### config.mk
export PLATFORM = sky130hd
export DESIGN_NAME = led_strip_rainbow_frame_engine_unit
export DESIGN_NICKNAME = d
export VERILOG_FILES = /design/src/rtl/core/lsrfe_pkg.sv /design/src/rtl/core/lsrfe_scale.sv /design/src/rtl/core/lsrfe_div.sv /design/src/rtl/core/lsrfe_store.sv /design/src/rtl/core/led_strip_rainbow_frame_engine_unit.sv
export SDC_FILE = /design/constraint.sdc
export NUM_CORES = 2
export LEC_CHECK = 0
export ABC_AREA = 0
export BUFFER_PORTS_ARGS = -buffer_cell sky130_fd_sc_hd__buf_2
export CORE_MARGIN = 5
export CORE_UTILIZATION = 50
export CTS_CLUSTER_DIAMETER = 150
export DETAILED_ROUTE_END_ITERATION = 8
export MAX_ROUTING_LAYER = met4
export PLACE_DENSITY = 0.75
export SYNTH_ARGS = -nofsm -noshare
export SYNTH_HDL_FRONTEND = slang
export SYNTH_SLANG_ARGS = --single-unit
### constraint.sdc
create_clock -name clk_i -period 6.7 [get_ports clk_i]
set_input_delay 0.335 -clock clk_i [delete_from_list [all_inputs] [get_ports clk_i]]
set_output_delay 0.335 -clock clk_i [all_outputs]
set_load 0.01 [all_outputs]
### src/rtl/core/lsrfe_pkg.sv
// Shared types, constants and the color wheel function of the LED strip frame engine.
// Depends on nothing; used by every module of the block.
package lsrfe_pkg;

  localparam int unsigned MAX_LEDS_DEF = 64;

  localparam int unsigned OP_W   = 3;
  localparam int unsigned IDX_W  = 6;
  localparam int unsigned COL_W  = 8;
  localparam int unsigned GRB_W  = 24;
  localparam int unsigned CNT_W  = 7;
  localparam int unsigned BRT_W  = 7;
  localparam int unsigned SPD_W  = 5;
  localparam int unsigned HUE_W  = 8;
  localparam int unsigned PROD_W = COL_W + BRT_W;

  localparam int unsigned CFG_AW = 4;
  localparam int unsigned CFG_DW = 32;

  // Operation codes
  localparam logic [OP_W-1:0] OP_SET  = 3'd0;
  localparam logic [OP_W-1:0] OP_FILL = 3'd1;
  localparam logic [OP_W-1:0] OP_HUE  = 3'd2;
  localparam logic [OP_W-1:0] OP_GRAD = 3'd3;
  localparam logic [OP_W-1:0] OP_SHOW = 3'd4;

  // Register indexes (word address bits 3:2)
  localparam logic [1:0] CFG_IDX_COUNT  = 2'd0;
  localparam logic [1:0] CFG_IDX_BRIGHT = 2'd1;
  localparam logic [1:0] CFG_IDX_SPEED  = 2'd2;

  localparam logic [CNT_W-1:0] COUNT_RST  = 7'd1;
  localparam logic [BRT_W-1:0] BRIGHT_RST = 7'd100;
  localparam logic [SPD_W-1:0] SPEED_RST  = 5'd1;
  localparam logic [BRT_W-1:0] BRIGHT_MAX = 7'd100;
  localparam logic [SPD_W-1:0] SPEED_MAX  = 5'd20;

  // floor(x / 100) == (x * 5243) >> 19 for every x below 43690
  localparam int unsigned SCALE_RECIP_W = 13;
  localparam logic [SCALE_RECIP_W-1:0] SCALE_RECIP = 13'd5243;
  localparam int unsigned SCALE_SHIFT = 19;

  localparam logic [COL_W-1:0] WHEEL_SEG1 = 8'd85;
  localparam logic [COL_W-1:0] WHEEL_SEG2 = 8'd170;
  localparam logic [COL_W-1:0] COL_FULL   = 8'd255;

  // Unscaled wheel color of a hue position, packed green, red, blue
  function automatic logic [GRB_W-1:0] wheel_grb(input logic [HUE_W-1:0] pos);
    logic [COL_W-1:0] q;
    logic [COL_W-1:0] t;
    logic [COL_W-1:0] t3;
    logic [COL_W-1:0] r;
    logic [COL_W-1:0] g;
    logic [COL_W-1:0] b;
    q = COL_FULL - pos;
    if (q < WHEEL_SEG1) begin
      t = q;
    end else if (q < WHEEL_SEG2) begin
      t = q - WHEEL_SEG1;
    end else begin
      t = q - WHEEL_SEG2;
    end
    t3 = COL_W'({2'b00, t} * 10'd3);
    if (q < WHEEL_SEG1) begin
      r = COL_FULL - t3;
      g = '0;
      b = t3;
    end else if (q < WHEEL_SEG2) begin
      r = '0;
      g = t3;
      b = COL_FULL - t3;
    end else begin
      r = t3;
      g = COL_FULL - t3;
      b = '0;
    end
    return {g, r, b};
  endfunction

endpackage

### src/rtl/core/lsrfe_scale.sv
// Brightness scaler: one channel at a time, multiply then divide by 100 via reciprocal.
// Depends on lsrfe_pkg.
module lsrfe_scale (
  input  logic                        clk_i,
  input  logic                        rst_ni,
  input  logic                        start_i,
  input  logic [lsrfe_pkg::GRB_W-1:0] word_i,
  input  logic [lsrfe_pkg::BRT_W-1:0] bright_i,
  output logic                        done_o,
  output logic [lsrfe_pkg::GRB_W-1:0] word_o
);
  import lsrfe_pkg::*;

  localparam logic [1:0] LAST_CH = 2'd2;

  logic                                 busy_q, busy_d;
  logic                                 done_q, done_d;
  logic                                 ph_q, ph_d;
  logic [1:0]                           ch_q, ch_d;
  logic [GRB_W-1:0]                     src_q, src_d;
  logic [GRB_W-1:0]                     acc_q, acc_d;
  logic [PROD_W-1:0]                    prod_q, prod_d;
  logic [PROD_W+SCALE_RECIP_W-1:0]      recip;

  assign recip = prod_q * SCALE_RECIP;

  always_comb begin
    busy_d = busy_q;
    done_d = 1'b0;
    ph_d   = ph_q;
    ch_d   = ch_q;
    src_d  = src_q;
    acc_d  = acc_q;
    prod_d = prod_q;
    if (start_i) begin
      busy_d = 1'b1;
      ph_d   = 1'b0;
      ch_d   = '0;
      src_d  = word_i;
    end else if (busy_q) begin
      if (!ph_q) begin
        prod_d = src_q[GRB_W-1 -: COL_W] * bright_i;
        src_d  = {src_q[GRB_W-COL_W-1:0], {COL_W{1'b0}}};
        ph_d   = 1'b1;
      end else begin
        acc_d = {acc_q[GRB_W-COL_W-1:0], recip[SCALE_SHIFT+COL_W-1:SCALE_SHIFT]};
        ph_d  = 1'b0;
        if (ch_q == LAST_CH) begin
          busy_d = 1'b0;
          done_d = 1'b1;
        end else begin
          ch_d = ch_q + 2'd1;
        end
      end
    end
  end

  always_ff @(posedge clk_i or negedge rst_ni) begin
    if (!rst_ni) begin
      busy_q <= 1'b0;
      done_q <= 1'b0;
      ph_q   <= 1'b0;
      ch_q   <= '0;
    end else begin
      busy_q <= busy_d;
      done_q <= done_d;
      ph_q   <= ph_d;
      ch_q   <= ch_d;
    end
  end

  always_ff @(posedge clk_i) begin
    src_q  <= src_d;
    acc_q  <= acc_d;
    prod_q <= prod_d;
  end

  assign done_o = done_q;
  assign word_o = acc_q;

endmodule

### src/rtl/core/lsrfe_div.sv
// Restoring divider for (index * 256) / count, one quotient bit per cycle.
// Depends on lsrfe_pkg; index is always below count.
module lsrfe_div #(
  parameter int unsigned CW = 7
) (
  input  logic                        clk_i,
  input  logic                        rst_ni,
  input  logic                        start_i,
  input  logic [CW-1:0]               num_i,
  input  logic [CW-1:0]               den_i,
  output logic                        done_o,
  output logic [lsrfe_pkg::HUE_W-1:0] quot_o
);
  import lsrfe_pkg::*;

  localparam int unsigned SW = $clog2(HUE_W);
  localparam logic [SW-1:0] LAST_STEP = SW'(HUE_W - 1);

  logic              busy_q, busy_d;
  logic              done_q, done_d;
  logic [SW-1:0]     step_q, step_d;
  logic [CW-1:0]     rem_q, rem_d;
  logic [CW-1:0]     den_q, den_d;
  logic [HUE_W-1:0]  quot_q, quot_d;
  logic [CW:0]       shifted;
  logic [CW:0]       diff;
  logic              ge;

  assign shifted = {rem_q, 1'b0};
  assign diff    = shifted - {1'b0, den_q};
  assign ge      = shifted >= {1'b0, den_q};

  always_comb begin
    busy_d = busy_q;
    done_d = 1'b0;
    step_d = step_q;
    rem_d  = rem_q;
    den_d  = den_q;
    quot_d = quot_q;
    if (start_i) begin
      busy_d = 1'b1;
      step_d = '0;
      rem_d  = num_i;
      den_d  = den_i;
    end else if (busy_q) begin
      rem_d  = ge ? diff[CW-1:0] : shifted[CW-1:0];
      quot_d = {quot_q[HUE_W-2:0], ge};
      step_d = step_q + SW'(1);
      if (step_q == LAST_STEP) begin
        busy_d = 1'b0;
        done_d = 1'b1;
      end
    end
  end

  always_ff @(posedge clk_i or negedge rst_ni) begin
    if (!rst_ni) begin
      busy_q <= 1'b0;
      done_q <= 1'b0;
      step_q <= '0;
    end else begin
      busy_q <= busy_d;
      done_q <= done_d;
      step_q <= step_d;
    end
  end

  always_ff @(posedge clk_i) begin
    rem_q  <= rem_d;
    den_q  <= den_d;
    quot_q <= quot_d;
  end

  assign done_o = done_q;
  assign quot_o = quot_q;

endmodule

### src/rtl/core/lsrfe_store.sv
// Pixel store: one write port, one registered read port, per-entry valid bits.
// Depends on lsrfe_pkg; an entry never written reads as black.
module lsrfe_store #(
  parameter int unsigned DEPTH = 64,
  parameter int unsigned AW    = 6
) (
  input  logic                        clk_i,
  input  logic                        rst_ni,
  input  logic                        we_i,
  input  logic [AW-1:0]               waddr_i,
  input  logic [lsrfe_pkg::GRB_W-1:0] wdata_i,
  input  logic                        re_i,
  input  logic [AW-1:0]               raddr_i,
  output logic [lsrfe_pkg::GRB_W-1:0] rdata_o
);
  import lsrfe_pkg::*;

  logic [GRB_W-1:0] mem [DEPTH];
  logic [DEPTH-1:0] vld_q;
  logic [GRB_W-1:0] rdata_q;
  logic             rvld_q;

  always_ff @(posedge clk_i or negedge rst_ni) begin
    if (!rst_ni) begin
      vld_q  <= '0;
      rvld_q <= 1'b0;
    end else begin
      if (we_i) begin
        vld_q[waddr_i] <= 1'b1;
      end
      if (re_i) begin
        rvld_q <= vld_q[raddr_i];
      end
    end
  end

  always_ff @(posedge clk_i) begin
    if (we_i) begin
      mem[waddr_i] <= wdata_i;
    end
    if (re_i) begin
      rdata_q <= mem[raddr_i];
    end
  end

  assign rdata_o = rvld_q ? rdata_q : '0;

endmodule

### src/rtl/core/led_strip_rainbow_frame_engine_unit.sv
// LED strip frame engine, top level: sequencer, configuration registers and output stage.
// Depends on lsrfe_pkg, lsrfe_scale, lsrfe_div and lsrfe_store.
//
// Usage
//   Input channel (in_valid_i / in_stall_o) carries one command: set pixel, fill,
//   hue step, gradient step or show, with a pixel index and a green/red/blue color.
//   The block works on one command at a time and holds in_stall_o high meanwhile.
//   Output channel (out_valid_o / out_stall_i) carries one GRB word per active LED,
//   in index order, with frame_last_o on the final word of the frame.
//   Configuration (APB, pready tied high) holds LED count, brightness and gradient
//   speed; write it only while the block is idle.
// Operation (n = active LED count)
//   Set pixel: scale and write one pixel. Fill: scale, write n pixels. Hue step: fill, then show.
//   Gradient step: each of the n pixels goes through the bit-serial divider (8 steps) and the
//   two-multiplier brightness scaler (6 steps) in turn, then the frame is shown.
//   Show: one store read and one output transfer per pixel.
// Reset clears the sequencer, hue counter and gradient offset and marks every pixel
// black; the block is ready as soon as reset is released. A stall on the output
// holds the current word and pauses the frame walk; nothing is dropped.
module led_strip_rainbow_frame_engine_unit #(
  parameter int unsigned MAX_LEDS = lsrfe_pkg::MAX_LEDS_DEF
) (
  input  logic                         clk_i,
  input  logic                         rst_ni,
  // command channel
  input  logic                         in_valid_i,
  output logic                         in_stall_o,
  input  logic [lsrfe_pkg::OP_W-1:0]   operation_i,
  input  logic [lsrfe_pkg::IDX_W-1:0]  pixel_index_i,
  input  logic [lsrfe_pkg::COL_W-1:0]  green_in_i,
  input  logic [lsrfe_pkg::COL_W-1:0]  red_in_i,
  input  logic [lsrfe_pkg::COL_W-1:0]  blue_in_i,
  // pixel word channel
  output logic                         out_valid_o,
  input  logic                         out_stall_i,
  output logic [lsrfe_pkg::GRB_W-1:0]  grb_word_o,
  output logic                         frame_last_o,
  // configuration port
  input  logic                         psel,
  input  logic                         penable,
  input  logic                         pwrite,
  input  logic [lsrfe_pkg::CFG_AW-1:0] paddr,
  input  logic [lsrfe_pkg::CFG_DW-1:0] pwdata,
  output logic [lsrfe_pkg::CFG_DW-1:0] prdata,
  output logic                         pready
);
  import lsrfe_pkg::*;

  localparam int unsigned CW = $clog2(MAX_LEDS + 1);
  localparam int unsigned AW = (MAX_LEDS > 1) ? $clog2(MAX_LEDS) : 1;

  localparam logic [2:0] ST_IDLE   = 3'd0;
  localparam logic [2:0] ST_SCALE  = 3'd1;
  localparam logic [2:0] ST_FILL   = 3'd2;
  localparam logic [2:0] ST_DIV    = 3'd3;
  localparam logic [2:0] ST_GSCALE = 3'd4;
  localparam logic [2:0] ST_RD     = 3'd5;
  localparam logic [2:0] ST_OUT    = 3'd6;

  // configuration registers
  logic [CNT_W-1:0] count_q;
  logic [BRT_W-1:0] bright_q;
  logic [SPD_W-1:0] speed_q;
  logic             cfg_wr;

  // sequencer
  logic [2:0]       state_q, state_d;
  logic [OP_W-1:0]  op_q, op_d;
  logic [IDX_W-1:0] idx_q, idx_d;
  logic [CW-1:0]    pix_q, pix_d;
  logic [HUE_W-1:0] hue_q, hue_d;
  logic [HUE_W-1:0] offset_q, offset_d;
  logic [GRB_W-1:0] word_q, word_d;

  // output stage
  logic             out_valid_q;
  logic [GRB_W-1:0] out_word_q;
  logic             out_last_q;
  logic             out_free;
  logic             out_load;

  // derived settings
  logic [CW-1:0]    n_act;
  logic [CW-1:0]    n_m1;
  logic             n_zero;
  logic             pix_last;
  logic [BRT_W-1:0] bright_eff;
  logic [SPD_W-1:0] speed_eff;
  logic             in_accept;

  // unit hookup
  logic             sc_start;
  logic [GRB_W-1:0] sc_word;
  logic             sc_done;
  logic [GRB_W-1:0] sc_result;
  logic             dv_start;
  logic [CW-1:0]    dv_num;
  logic             dv_done;
  logic [HUE_W-1:0] dv_quot;
  logic             st_we;
  logic [AW-1:0]    st_waddr;
  logic [GRB_W-1:0] st_wdata;
  logic             st_re;
  logic [GRB_W-1:0] st_rdata;

  // Saturate the settings to their legal ranges.
  assign n_act      = (count_q > CNT_W'(MAX_LEDS)) ? CW'(MAX_LEDS) : count_q[CW-1:0];
  assign n_m1       = n_act - CW'(1);
  assign n_zero     = (n_act == '0);
  assign pix_last   = (pix_q == n_m1);
  assign bright_eff = (bright_q > BRIGHT_MAX) ? BRIGHT_MAX : bright_q;
  assign speed_eff  = (speed_q > SPEED_MAX) ? SPEED_MAX : speed_q;

  assign in_stall_o = (state_q != ST_IDLE);
  assign in_accept  = in_valid_i && !in_stall_o;

  // A word may enter the output register when it is empty or draining this cycle.
  assign out_free = !out_valid_q || !out_stall_i;

  // ---------------------------------------------------------------------------
  // Configuration port
  // ---------------------------------------------------------------------------
  assign pready = 1'b1;
  assign cfg_wr = psel && penable && pwrite && pready;

  always_ff @(posedge clk_i or negedge rst_ni) begin
    if (!rst_ni) begin
      count_q  <= COUNT_RST;
      bright_q <= BRIGHT_RST;
      speed_q  <= SPEED_RST;
    end else if (cfg_wr) begin
      case (paddr[3:2])
        CFG_IDX_COUNT:  count_q  <= pwdata[CNT_W-1:0];
        CFG_IDX_BRIGHT: bright_q <= pwdata[BRT_W-1:0];
        CFG_IDX_SPEED:  speed_q  <= pwdata[SPD_W-1:0];
        default: ;
      endcase
    end
  end

  always_comb begin
    case (paddr[3:2])
      CFG_IDX_COUNT:  prdata = CFG_DW'(count_q);
      CFG_IDX_BRIGHT: prdata = CFG_DW'(bright_q);
      CFG_IDX_SPEED:  prdata = CFG_DW'(speed_q);
      default:        prdata = '0;
    endcase
  end

  // ---------------------------------------------------------------------------
  // Sequencer
  // ---------------------------------------------------------------------------
  always_comb begin
    state_d  = state_q;
    op_d     = op_q;
    idx_d    = idx_q;
    pix_d    = pix_q;
    hue_d    = hue_q;
    offset_d = offset_q;
    word_d   = word_q;
    sc_start = 1'b0;
    sc_word  = {green_in_i, red_in_i, blue_in_i};
    dv_start = 1'b0;
    dv_num   = pix_q;
    st_we    = 1'b0;
    st_waddr = pix_q[AW-1:0];
    st_wdata = word_q;
    st_re    = 1'b0;
    out_load = 1'b0;

    case (state_q)
      ST_IDLE: begin
        if (in_accept) begin
          op_d  = operation_i;
          idx_d = pixel_index_i;
          pix_d = '0;
          case (operation_i)
            OP_SET, OP_FILL: begin
              sc_start = 1'b1;
              state_d  = ST_SCALE;
            end
            OP_HUE: begin
              sc_start = 1'b1;
              sc_word  = wheel_grb(hue_q);
              state_d  = ST_SCALE;
            end
            OP_GRAD: begin
              if (n_zero) begin
                offset_d = offset_q + HUE_W'(speed_eff);
              end else begin
                dv_start = 1'b1;
                dv_num   = '0;
                state_d  = ST_DIV;
              end
            end
            OP_SHOW: begin
              if (!n_zero) begin
                state_d = ST_RD;
              end
            end
            default: ;
          endcase
        end
      end

      // Wait for the scaled color of set pixel, fill or hue step.
      ST_SCALE: begin
        if (sc_done) begin
          word_d = sc_result;
          if (op_q == OP_SET) begin
            if (CNT_W'(idx_q) < CNT_W'(n_act)) begin
              st_we    = 1'b1;
              st_waddr = idx_q[AW-1:0];
              st_wdata = sc_result;
            end
            state_d = ST_IDLE;
          end else if (n_zero) begin
            if (op_q == OP_HUE) begin
              hue_d = hue_q + HUE_W'(1);
            end
            state_d = ST_IDLE;
          end else begin
            state_d = ST_FILL;
          end
        end
      end

      // Write the held color to every active pixel.
      ST_FILL: begin
        st_we = 1'b1;
        if (pix_last) begin
          pix_d   = '0;
          state_d = (op_q == OP_HUE) ? ST_RD : ST_IDLE;
        end else begin
          pix_d = pix_q + CW'(1);
        end
      end

      // Gradient: hue position of the current pixel.
      ST_DIV: begin
        if (dv_done) begin
          sc_start = 1'b1;
          sc_word  = wheel_grb(dv_quot + offset_q);
          state_d  = ST_GSCALE;
        end
      end

      ST_GSCALE: begin
        if (sc_done) begin
          st_we    = 1'b1;
          st_wdata = sc_result;
          if (pix_last) begin
            pix_d   = '0;
            state_d = ST_RD;
          end else begin
            pix_d    = pix_q + CW'(1);
            dv_start = 1'b1;
            dv_num   = pix_q + CW'(1);
            state_d  = ST_DIV;
          end
        end
      end

      ST_RD: begin
        st_re   = 1'b1;
        state_d = ST_OUT;
      end

      // Hand the pixel to the output register; advance hue or offset after the frame.
      ST_OUT: begin
        if (out_free) begin
          out_load = 1'b1;
          if (pix_last) begin
            if (op_q == OP_HUE) begin
              hue_d = hue_q + HUE_W'(1);
            end else if (op_q == OP_GRAD) begin
              offset_d = offset_q + HUE_W'(speed_eff);
            end
            state_d = ST_IDLE;
          end else begin
            pix_d   = pix_q + CW'(1);
            state_d = ST_RD;
          end
        end
      end

      default: state_d = ST_IDLE;
    endcase
  end

  always_ff @(posedge clk_i or negedge rst_ni) begin
    if (!rst_ni) begin
      state_q  <= ST_IDLE;
      op_q     <= OP_SHOW;
      pix_q    <= '0;
      hue_q    <= '0;
      offset_q <= '0;
    end else begin
      state_q  <= state_d;
      op_q     <= op_d;
      pix_q    <= pix_d;
      hue_q    <= hue_d;
      offset_q <= offset_d;
    end
  end

  always_ff @(posedge clk_i) begin
    idx_q  <= idx_d;
    word_q <= word_d;
  end

  // ---------------------------------------------------------------------------
  // Output register
  // ---------------------------------------------------------------------------
  always_ff @(posedge clk_i or negedge rst_ni) begin
    if (!rst_ni) begin
      out_valid_q <= 1'b0;
    end else if (out_load) begin
      out_valid_q <= 1'b1;
    end else if (!out_stall_i) begin
      out_valid_q <= 1'b0;
    end
  end

  always_ff @(posedge clk_i) begin
    if (out_load) begin
      out_word_q <= st_rdata;
      out_last_q <= pix_last;
    end
  end

  assign out_valid_o  = out_valid_q;
  assign grb_word_o   = out_word_q;
  assign frame_last_o = out_last_q;

  // ---------------------------------------------------------------------------
  // Units
  // ---------------------------------------------------------------------------
  lsrfe_scale u_scale (
    .clk_i    (clk_i),
    .rst_ni   (rst_ni),
    .start_i  (sc_start),
    .word_i   (sc_word),
    .bright_i (bright_eff),
    .done_o   (sc_done),
    .word_o   (sc_result)
  );

  lsrfe_div #(
    .CW (CW)
  ) u_div (
    .clk_i   (clk_i),
    .rst_ni  (rst_ni),
    .start_i (dv_start),
    .num_i   (dv_num),
    .den_i   (n_act),
    .done_o  (dv_done),
    .quot_o  (dv_quot)
  );

  lsrfe_store #(
    .DEPTH (MAX_LEDS),
    .AW    (AW)
  ) u_store (
    .clk_i   (clk_i),
    .rst_ni  (rst_ni),
    .we_i    (st_we),
    .waddr_i (st_waddr),
    .wdata_i (st_wdata),
    .re_i    (st_re),
    .raddr_i (pix_q[AW-1:0]),
    .rdata_o (st_rdata)
  );

endmodule

## Word-level counts from Yosys, hierarchy flattened

Memories as Yosys holds them, arrays and structs flattened. A register that Yosys moved wholly into a read port is not among the register bits.
Cells that the tools add are included.
Widths: inputs -> output; s select.

- $add $sub $neg: 16
- Bitwise operators: 4
- $lt $le $gt $ge: 12
- Multipliers: 4
- Reduce and logical (&&, ||, !) cells: 34
- Equality and inequality tests: 36
- Muxes and demuxes: 134

Operators with widths:

| operator | count |
|---|---|
| $mux 8 | 34 |
| $mux 24 | 10 |
| $mux 7 | 14 |
| $pmux 24 s2 | 2 |
| $or 64x64->64 | 1 |
| $mux 3 | 13 |
| $mux 1 | 38 |
| $pmux 8 s2 | 2 |
| $sub 8x8->8 const A | 4 |
| $pmux 7 s4 | 1 |
| $mul 15x13->27 const B | 1 |
| $mux 6 | 4 |
| $ne 2x2->1 const B | 11 |
| $pmux 3 s7 | 1 |
| $pmux 7 s3 | 1 |
| $eq 3x2->1 const B | 6 |
| $lt 8x7->1 const B | 2 |
| $lt 8x8->1 const B | 2 |
| $mul 8x2->8 const B | 2 |
| $sub 8x7->8 const B | 2 |
| $sub 8x8->8 const B | 2 |
| $eq 3x3->1 const B | 5 |
| $mul 8x7->15 | 1 |
| $gt 7x7->1 const B | 2 |
| 45 further kinds | 79 |

- Memories kept: 1
- Register bits: 264
- RAM bits: 1,536
- Bits of input ports: 76

Memory list:

| name | words | width | rd ports | clocked after memory_dff | write ports | RTL line | text |
|---|---|---|---|---|---|---|---|
| u_store.mem | 64 | 24 | 1 | 1 | 1 | lsrfe_store.sv:18 | `logic [GRB_W-1:0] mem [DEPTH];` |

## Logic depth before layout (Yosys ltp)

- Depth after elaboration: 15
- Mapped depth: 25
- Gate-level depth less buffers: 25

## By module

From an unflattened synthesis, not the netlist that was laid out.

- Cell total of the unflattened synthesis: 4,256
- Area total of the unflattened synthesis: 79,312.3 sq um

Modules (own cells, without submodules):

| module | cells each | instances | area each (sq um) |
|---|---|---|---|
| lsrfe_store | 2,560 | 1 | 61,864.3 |
| led_strip_rainbow_frame_engine_unit | 910 | 1 | 8,480.6 |
| lsrfe_scale | 668 | 1 | 7,541.0 |
| lsrfe_div | 118 | 1 | 1,426.4 |

## Least setup slack after synthesis

No wires, ideal clock.

- Kind: reg2reg
- Start: register u_scale.prod_q[8]
- End: register u_scale.acc_q[7], in the netlist u_scale.word_o[7], data pin
- Period minus slack after synthesis: 5.148 ns
- Stages on the path, launching flop included: 19
- Arrival time: 4.878 ns
- Path slack: 1.552 ns
- Data required time: 6.430 ns
- Cell sequence: edfxtp_1 ha_1 inv_1 fa_1 inv_1 fa_1 inv_1 fa_1 fa_1 inv_1 ha_1 a2111oi_0 o21ai_0 a31o_2 a311o_1 a31oi_1 nor2b_1 o21ai_0 a31oi_1

- Cells in the longest elaborated chain, start to end: 1

RTL lines:

| what | RTL line | text |
|---|---|---|
| start: declaration | lsrfe_scale.sv:22 | `logic [PROD_W-1:0] prod_q, prod_d;` |
| start signal: assignment | lsrfe_scale.sv:75 | `prod_q <= prod_d;` |
| $mul 15x13->27 | lsrfe_scale.sv:25 | `assign recip = prod_q * SCALE_RECIP;` |
| named net u_scale.recip[26] | lsrfe_scale.sv:23 | `logic [PROD_W+SCALE_RECIP_W-1:0] recip;` |
| end signal: assignment | lsrfe_scale.sv:74 | `acc_q <= acc_d;` |
| end: declaration | lsrfe_scale.sv:21 | `logic [GRB_W-1:0] acc_q, acc_d;` |

The timed path passes the listed nets, and every way through them passes these cells.
A chain may end at the register's enable or synchronous reset.

## Worst setup path in the final report

- Start: register offset_q[0]
- End: register u_scale.src_q[13], data pin

- Cells in the longest elaborated chain, start to end: 13
- Elaborated cells between the ends (all ways): 17
- Those cells by class: 5 x add/sub; 1 x mul; 2 x order compare; 9 x mux

RTL lines:

| what | RTL line | text |
|---|---|---|
| start: declaration | led_strip_rainbow_frame_engine_unit.sv:72 | `logic [HUE_W-1:0] offset_q, offset_d;` |
| start signal: assignment | led_strip_rainbow_frame_engine_unit.sv:303 | `offset_q <= offset_d;` |
| $add 8x8->8 (*) | led_strip_rainbow_frame_engine_unit.sv:243 | `sc_word = wheel_grb(dv_quot + offset_q);` |
| $sub 8x8->8 (*) | lsrfe_pkg.sv:55 | `q = COL_FULL - pos;` |
| $sub 8x8->8 (tied with other cells) | lsrfe_pkg.sv:61 | `t = q - WHEEL_SEG2;` |
| $mux 8 | lsrfe_pkg.sv:58 | `end else if (q < WHEEL_SEG2) begin` |
| $mux 8 | lsrfe_pkg.sv:56 | `if (q < WHEEL_SEG1) begin` |
| $mux 8 | led_strip_rainbow_frame_engine_unit.sv:241 | `if (dv_done) begin` |
| $mux 8 | led_strip_rainbow_frame_engine_unit.sv:171 | `case (state_q)` |
| $mul 8x2->8 | lsrfe_pkg.sv:63 | `t3 = COL_W'({2'b00, t} * 10'd3);` |
| $sub 8x8->8 or $mux 8 (tied branches) | lsrfe_pkg.sv:65, lsrfe_pkg.sv:68 |  |
| $mux 8 (*) | lsrfe_pkg.sv:64 | `if (q < WHEEL_SEG1) begin` |
| $mux 24 (*) | led_strip_rainbow_frame_engine_unit.sv:241 |  |
| $pmux 24 s2 (*) | led_strip_rainbow_frame_engine_unit.sv:171 |  |
| $mux 24 (*) | lsrfe_scale.sv:35 | `if (start_i) begin` |
| named net u_scale.src_d[13] | lsrfe_scale.sv:20 | `logic [GRB_W-1:0] src_q, src_d;` |
| end signal: assignment | lsrfe_scale.sv:73 | `src_q <= src_d;` |
| end: declaration | lsrfe_scale.sv:20 |  |

The timed path passes the listed nets; every way through them passes the cells marked *. The select of a mux whose other input is x is not followed.

==> run_summary.xml <==
<?xml version="1.0" encoding="UTF-8"?>
<metrics>
  <group name="run_status">
    <metric name="run_status" unit="">complete, no violations</metric>
  </group>
  <group name="hold_path">
    <metric name="worstHoldPathType" unit="">in2reg</metric>
    <metric name="whs_endpoint" unit="">u_scale.src_q[14]$_DFFE_PP_</metric>
    <metric name="min_from" unit="">red_in_i[6]</metric>
    <metric name="hold_depth" unit="">5</metric>
  </group>
  <group name="cells_and_area">
    <metric name="filler_cell_count" unit="">11300</metric>
    <metric name="final_nets" unit="">4726</metric>
    <metric name="fraction_of_layout_instances_using_a_drive_strength_above_1" unit="">0.265</metric>
    <metric name="postLayoutCellArea" unit="sq um">88400</metric>
    <metric name="stdcell_count" unit="">6556</metric>
    <metric name="area.growth.synth_to_final" unit="%">12.2</metric>
  </group>
  <group name="yosys">
    <metric name="syn-instance-count" unit="">4126</metric>
    <metric name="synth_commonest_cells" unit="">edfxtp_1 (1700), mux4_2 (525), inv_1 (227)</metric>
    <metric name="yosys_most_used_dff" unit="">edfxtp_1</metric>
    <metric name="yosys.cell_count.top_type" unit="">edfxtp_1</metric>
    <metric name="synth_top_cells_by_area" unit="">edfxtp_1 (65%), mux4_2 (15%), dfrtp_1 (3.7%)</metric>
    <metric name="netlist.top_cell.by_area" unit="">edfxtp_1</metric>
    <metric name="syn-mean-instance-area" unit="sq um">19.1</metric>
    <metric name="postSynth.asyncResetShare" unit="">0.0680</metric>
    <metric name="syn-cell-area" unit="sq um">78800</metric>
    <metric name="yosysSeqAreaShare" unit="">0.687</metric>
    <metric name="synth_enable_flop_cells" unit="">1700</metric>
    <metric name="ys_types" unit="">81</metric>
    <metric name="yosys_register_bits" unit="">1824</metric>
    <metric name="synthesis.yosys.warnings" unit="">0</metric>
    <metric name="area_share_of_the_leading_cell_type_in_the_synthesized_netlist" unit="">0.648</metric>
  </group>
  <group name="route">
    <metric name="finalWirelength" unit="mm">192</metric>
    <metric name="avgViaCountPerCell" unit="">6.17</metric>
    <metric name="detail_route.first_pass.iterations" unit="">5</metric>
    <metric name="drc" unit="">0</metric>
    <metric name="first_iter_violations" unit="">5323</metric>
    <metric name="antenna_violating_nets_post_route" unit="">0</metric>
    <metric name="via_count" unit="">40500</metric>
    <metric name="detail_route.wl_per_cell" unit="um">29.2</metric>
  </group>
  <group name="critical_path">
    <metric name="r2r_cells" unit="">23</metric>
    <metric name="timing.critical_path.to_type" unit="">register</metric>
    <metric name="critical_path_required" unit="ns">7.35</metric>
    <metric name="r2r_start" unit="">offset_q[0]$_DFFE_PN0P_</metric>
    <metric name="standard_cell_with_the_maximum_stage_delay_on_the_critical_path" unit="">fa_1</metric>
    <metric name="crit_path_max_fanout" unit="">8</metric>
    <metric name="crit_startpoint" unit="">offset_q[0]$_DFFE_PN0P_</metric>
    <metric name="worst_path_largest_cell_delay" unit="ns">0.49</metric>
    <metric name="setup.worst_path.start_class" unit="">register</metric>
    <metric name="worst_r2r_endpoint" unit="">u_scale.src_q[13]$_DFFE_PP_</metric>
    <metric name="setup.worst_path.class" unit="">reg2reg</metric>
    <metric name="worst-endpoint-arrival" unit="ns">6.30</metric>
    <metric name="reg2reg_slack" unit="ns">1.05</metric>
    <metric name="worstPathBufferInverterCount" unit="">3</metric>
    <metric name="critPathTopFamily" unit="">compound AO/OA/AOI/OAI gates</metric>
    <metric name="path_cells" unit="">ha_1 -&gt; inv_1 -&gt; fa_1 -&gt; inv_1 -&gt; ha_1 -&gt; nor2_1 -&gt; o31a_1 -&gt; o21ai_1 -&gt; a21oi_2 -&gt; mux2_2 -&gt; a221o_1 -&gt; and2_1 -&gt; nor2_1 -&gt; ha_1 -&gt; inv_1 -&gt; or3_1 -&gt; a31oi_2 -&gt; nor2_1 -&gt; xnor2_1 -&gt; ha_1 -&gt; nor2_1 -&gt; a211oi_1 -&gt; o22a_1</metric>
  </group>
  <group name="floorplan">
    <metric name="placeable_core_area" unit="sq um">156000</metric>
    <metric name="die-height" unit="um">407</metric>
    <metric name="initial_core_util" unit="">0.504</metric>
    <metric name="io-pin-count" unit="">136</metric>
    <metric name="num_rows" unit="">145</metric>
    <metric name="die_area" unit="sq um">166000</metric>
    <metric name="dieWidth" unit="um">407</metric>
  </group>
  <group name="cts">
    <metric name="cts_resized" unit="">0</metric>
    <metric name="numCtsBuffers" unit="">171</metric>
    <metric name="clock_sink_count" unit="">1824</metric>
    <metric name="clkLatencyLatePin" unit="ns">0.82</metric>
    <metric name="h-tree-depth" unit="">4</metric>
    <metric name="clock-root-buffer" unit="">clkbuf_16</metric>
    <metric name="clk_pin_slew_worst_paths" unit="ns">0.06</metric>
    <metric name="clock_tree_from_tritoncts" unit="">yes</metric>
    <metric name="cts_buffer_depth" unit="">3</metric>
  </group>
  <group name="pwr">
    <metric name="p_leak" unit="uW">0.0299</metric>
    <metric name="power_per_cell_area" unit="nW/um^2">524</metric>
    <metric name="power.ir.vdd_worst" unit="V">0.00111</metric>
  </group>
  <group name="place">
    <metric name="count_of_buffers_from_port_buffering" unit="">82</metric>
    <metric name="dp_cell_count" unit="">6198</metric>
    <metric name="dp_slack" unit="ns">1.02</metric>
    <metric name="detailedPlacementHpwl" unit="mm">109</metric>
    <metric name="finalWeightedCongestion" unit="">0.866</metric>
    <metric name="placed_cell_area" unit="sq um">82600</metric>
  </group>
  <group name="timing">
    <metric name="setup_total_neg_slack" unit="ns">0</metric>
    <metric name="fin_crit_sh" unit="">0.844</metric>
    <metric name="timing.final.crit_period" unit="ns">5.65</metric>
    <metric name="report.final.hold_viol_count" unit="">0</metric>
    <metric name="report.final.setup_viol" unit="">0</metric>
    <metric name="finalClockSkew" unit="ns">0.0470</metric>
    <metric name="max_freq" unit="MHz">177</metric>
    <metric name="max_slew.worst_pin.slew" unit="ns">1.38</metric>
    <metric name="slew_headroom" unit="">0.0803</metric>
    <metric name="grt_setup_unrepaired" unit="">no</metric>
    <metric name="postLayoutSetupSlackWorst" unit="ns">1.05</metric>
    <metric name="number_of_pins_exceeding_their_max_slew_limit_in_the_final_report" unit="">0</metric>
  </group>
  <group name="job">
    <metric name="max_cap_violations" unit="">0</metric>
  </group>
  <group name="global_routing">
    <metric name="track_usage" unit="">0.242</metric>
    <metric name="grt_pass1_wl" unit="mm">281</metric>
    <metric name="grt_max_degree" unit="">131</metric>
    <metric name="grt_antenna_before_repair" unit="">15</metric>
    <metric name="grt.overflow.total" unit="">0</metric>
    <metric name="first_global_vias" unit="">41000</metric>
  </group>
</metrics>
[area by class of cell]
type                    count  area [sq um]  share of cell area
well taps                2058          2570              0.0291
multi-input cells        1898         23600               0.267
flip-flops and latches   1824         54200               0.613
repair buffers            224          1720              0.0195
diodes                      7          17.5            0.000198
clock buffers             223          4620              0.0522
inverters                 229           867             0.00980
clock inverters            93           892              0.0101
[worst max-delay path by stage]
| stage | endpoint | cells past startpoint |
|---|---|---|
| floorplan | u_scale.word_o[7]$_DFFE_PP_ | 18 |
| global placement | u_scale.prod_q[14]$_DFFE_PP_ | 24 |
| detailed placement | u_scale.word_o[7]$_DFFE_PP_ | 23 |
| CTS | u_scale.prod_q[14]$_DFFE_PP_ | 24 |
| global route | u_scale.prod_q[14]$_DFFE_PP_ | 24 |
| finish | u_scale.src_q[13]$_DFFE_PP_ | 23 |
[kinds of logic (layout without fill, tap and decap cells)]
logic type / Yosys count / after routing / share of synthesized area
adders and majority gates: 302 / 302 / 0.0576
buffers and inverters: 428 / 769 / 0.0217
DFF: 1824 / 1824 / 0.687
muxes: 627 / 627 / 0.164
xor gates and xnor gates: 76 / 76 / 0.00864
AOI/OAI and AO/OA: 319 / 319 / 0.0265
other: 2 / 33 / 0.0000953
and+or+nand+nor: 548 / 548 / 0.0341
[routing by layer]
layer,up-vias,share of wire,track usage
met4,0,0.036,0.0838
li1,16800,-,-
met3,352,0.11,0.0591
met1,21100,0.37,0.318
met2,2264,0.48,0.374
met5,-,0,-
[worst min-delay path, stage by stage]
cell and delay, ns:
buf_2 0.08, nand2_1 0.08, o21ai_0 0.12, a22oi_1 0.07, o21ai_1 0.07
[cell usage in the layout, fill, tap and decap left out, types with 64 or more instances in the layout]
master / netlist / layout
mux4_2: 525 / 525
nor2_4: 0 / 64
a21oi_1: 96 / 95
buf_4: 26 / 95
nand2_1: 114 / 114
clkbuf_16: 0 / 174
and2_1: 64 / 64
nor2_1: 163 / 97
edfxtp_1: 1700 / 1700
buf_2: 1 / 81
ha_1: 201 / 201
mux2_2: 75 / 75
inv_1: 227 / 226
fa_1: 101 / 101
dfrtp_1: 118 / 113
[state kept, by name, indices dropped and copies added (netlist names), 15 cells and up]
register         count
u_scale.src_q       24
u_store.mem       1536
grb_word_o          24
u_scale.prod_q      15
u_store.rdata_q     24
u_store.vld_q       64
word_q              24
u_scale.word_o      24
[metrics by stage]
stage	util	hold WS, ns	power [uW]
2_1_floorplan	-	0.0394	31200
3_3_place_gp	0.528	0.439	36600
3_5_place_dp	0.528	0.441	37100
4_1_cts	0.565	0.0163	46800
5_1_grt	0.565	0.0693	50200
6_report	0.566	0.0828	46400
[report_power, final]
part           switching [uW]  internal (uW)  leakage, uW
Sequential                651          14300       0.0170
Clock                    4250           5290      0.00268
Combinational           12400           9540       0.0103
[timing repair]
| action | 4_1_cts | 5_1_grt |
|---|---|---|
| endpoints found under the hold margin | 118 | 0 |
| buffers inserted | 0 | 0 |
| hold buffers | 35 | 0 |
No activity file was read; power rests on OpenSTA's default activity.
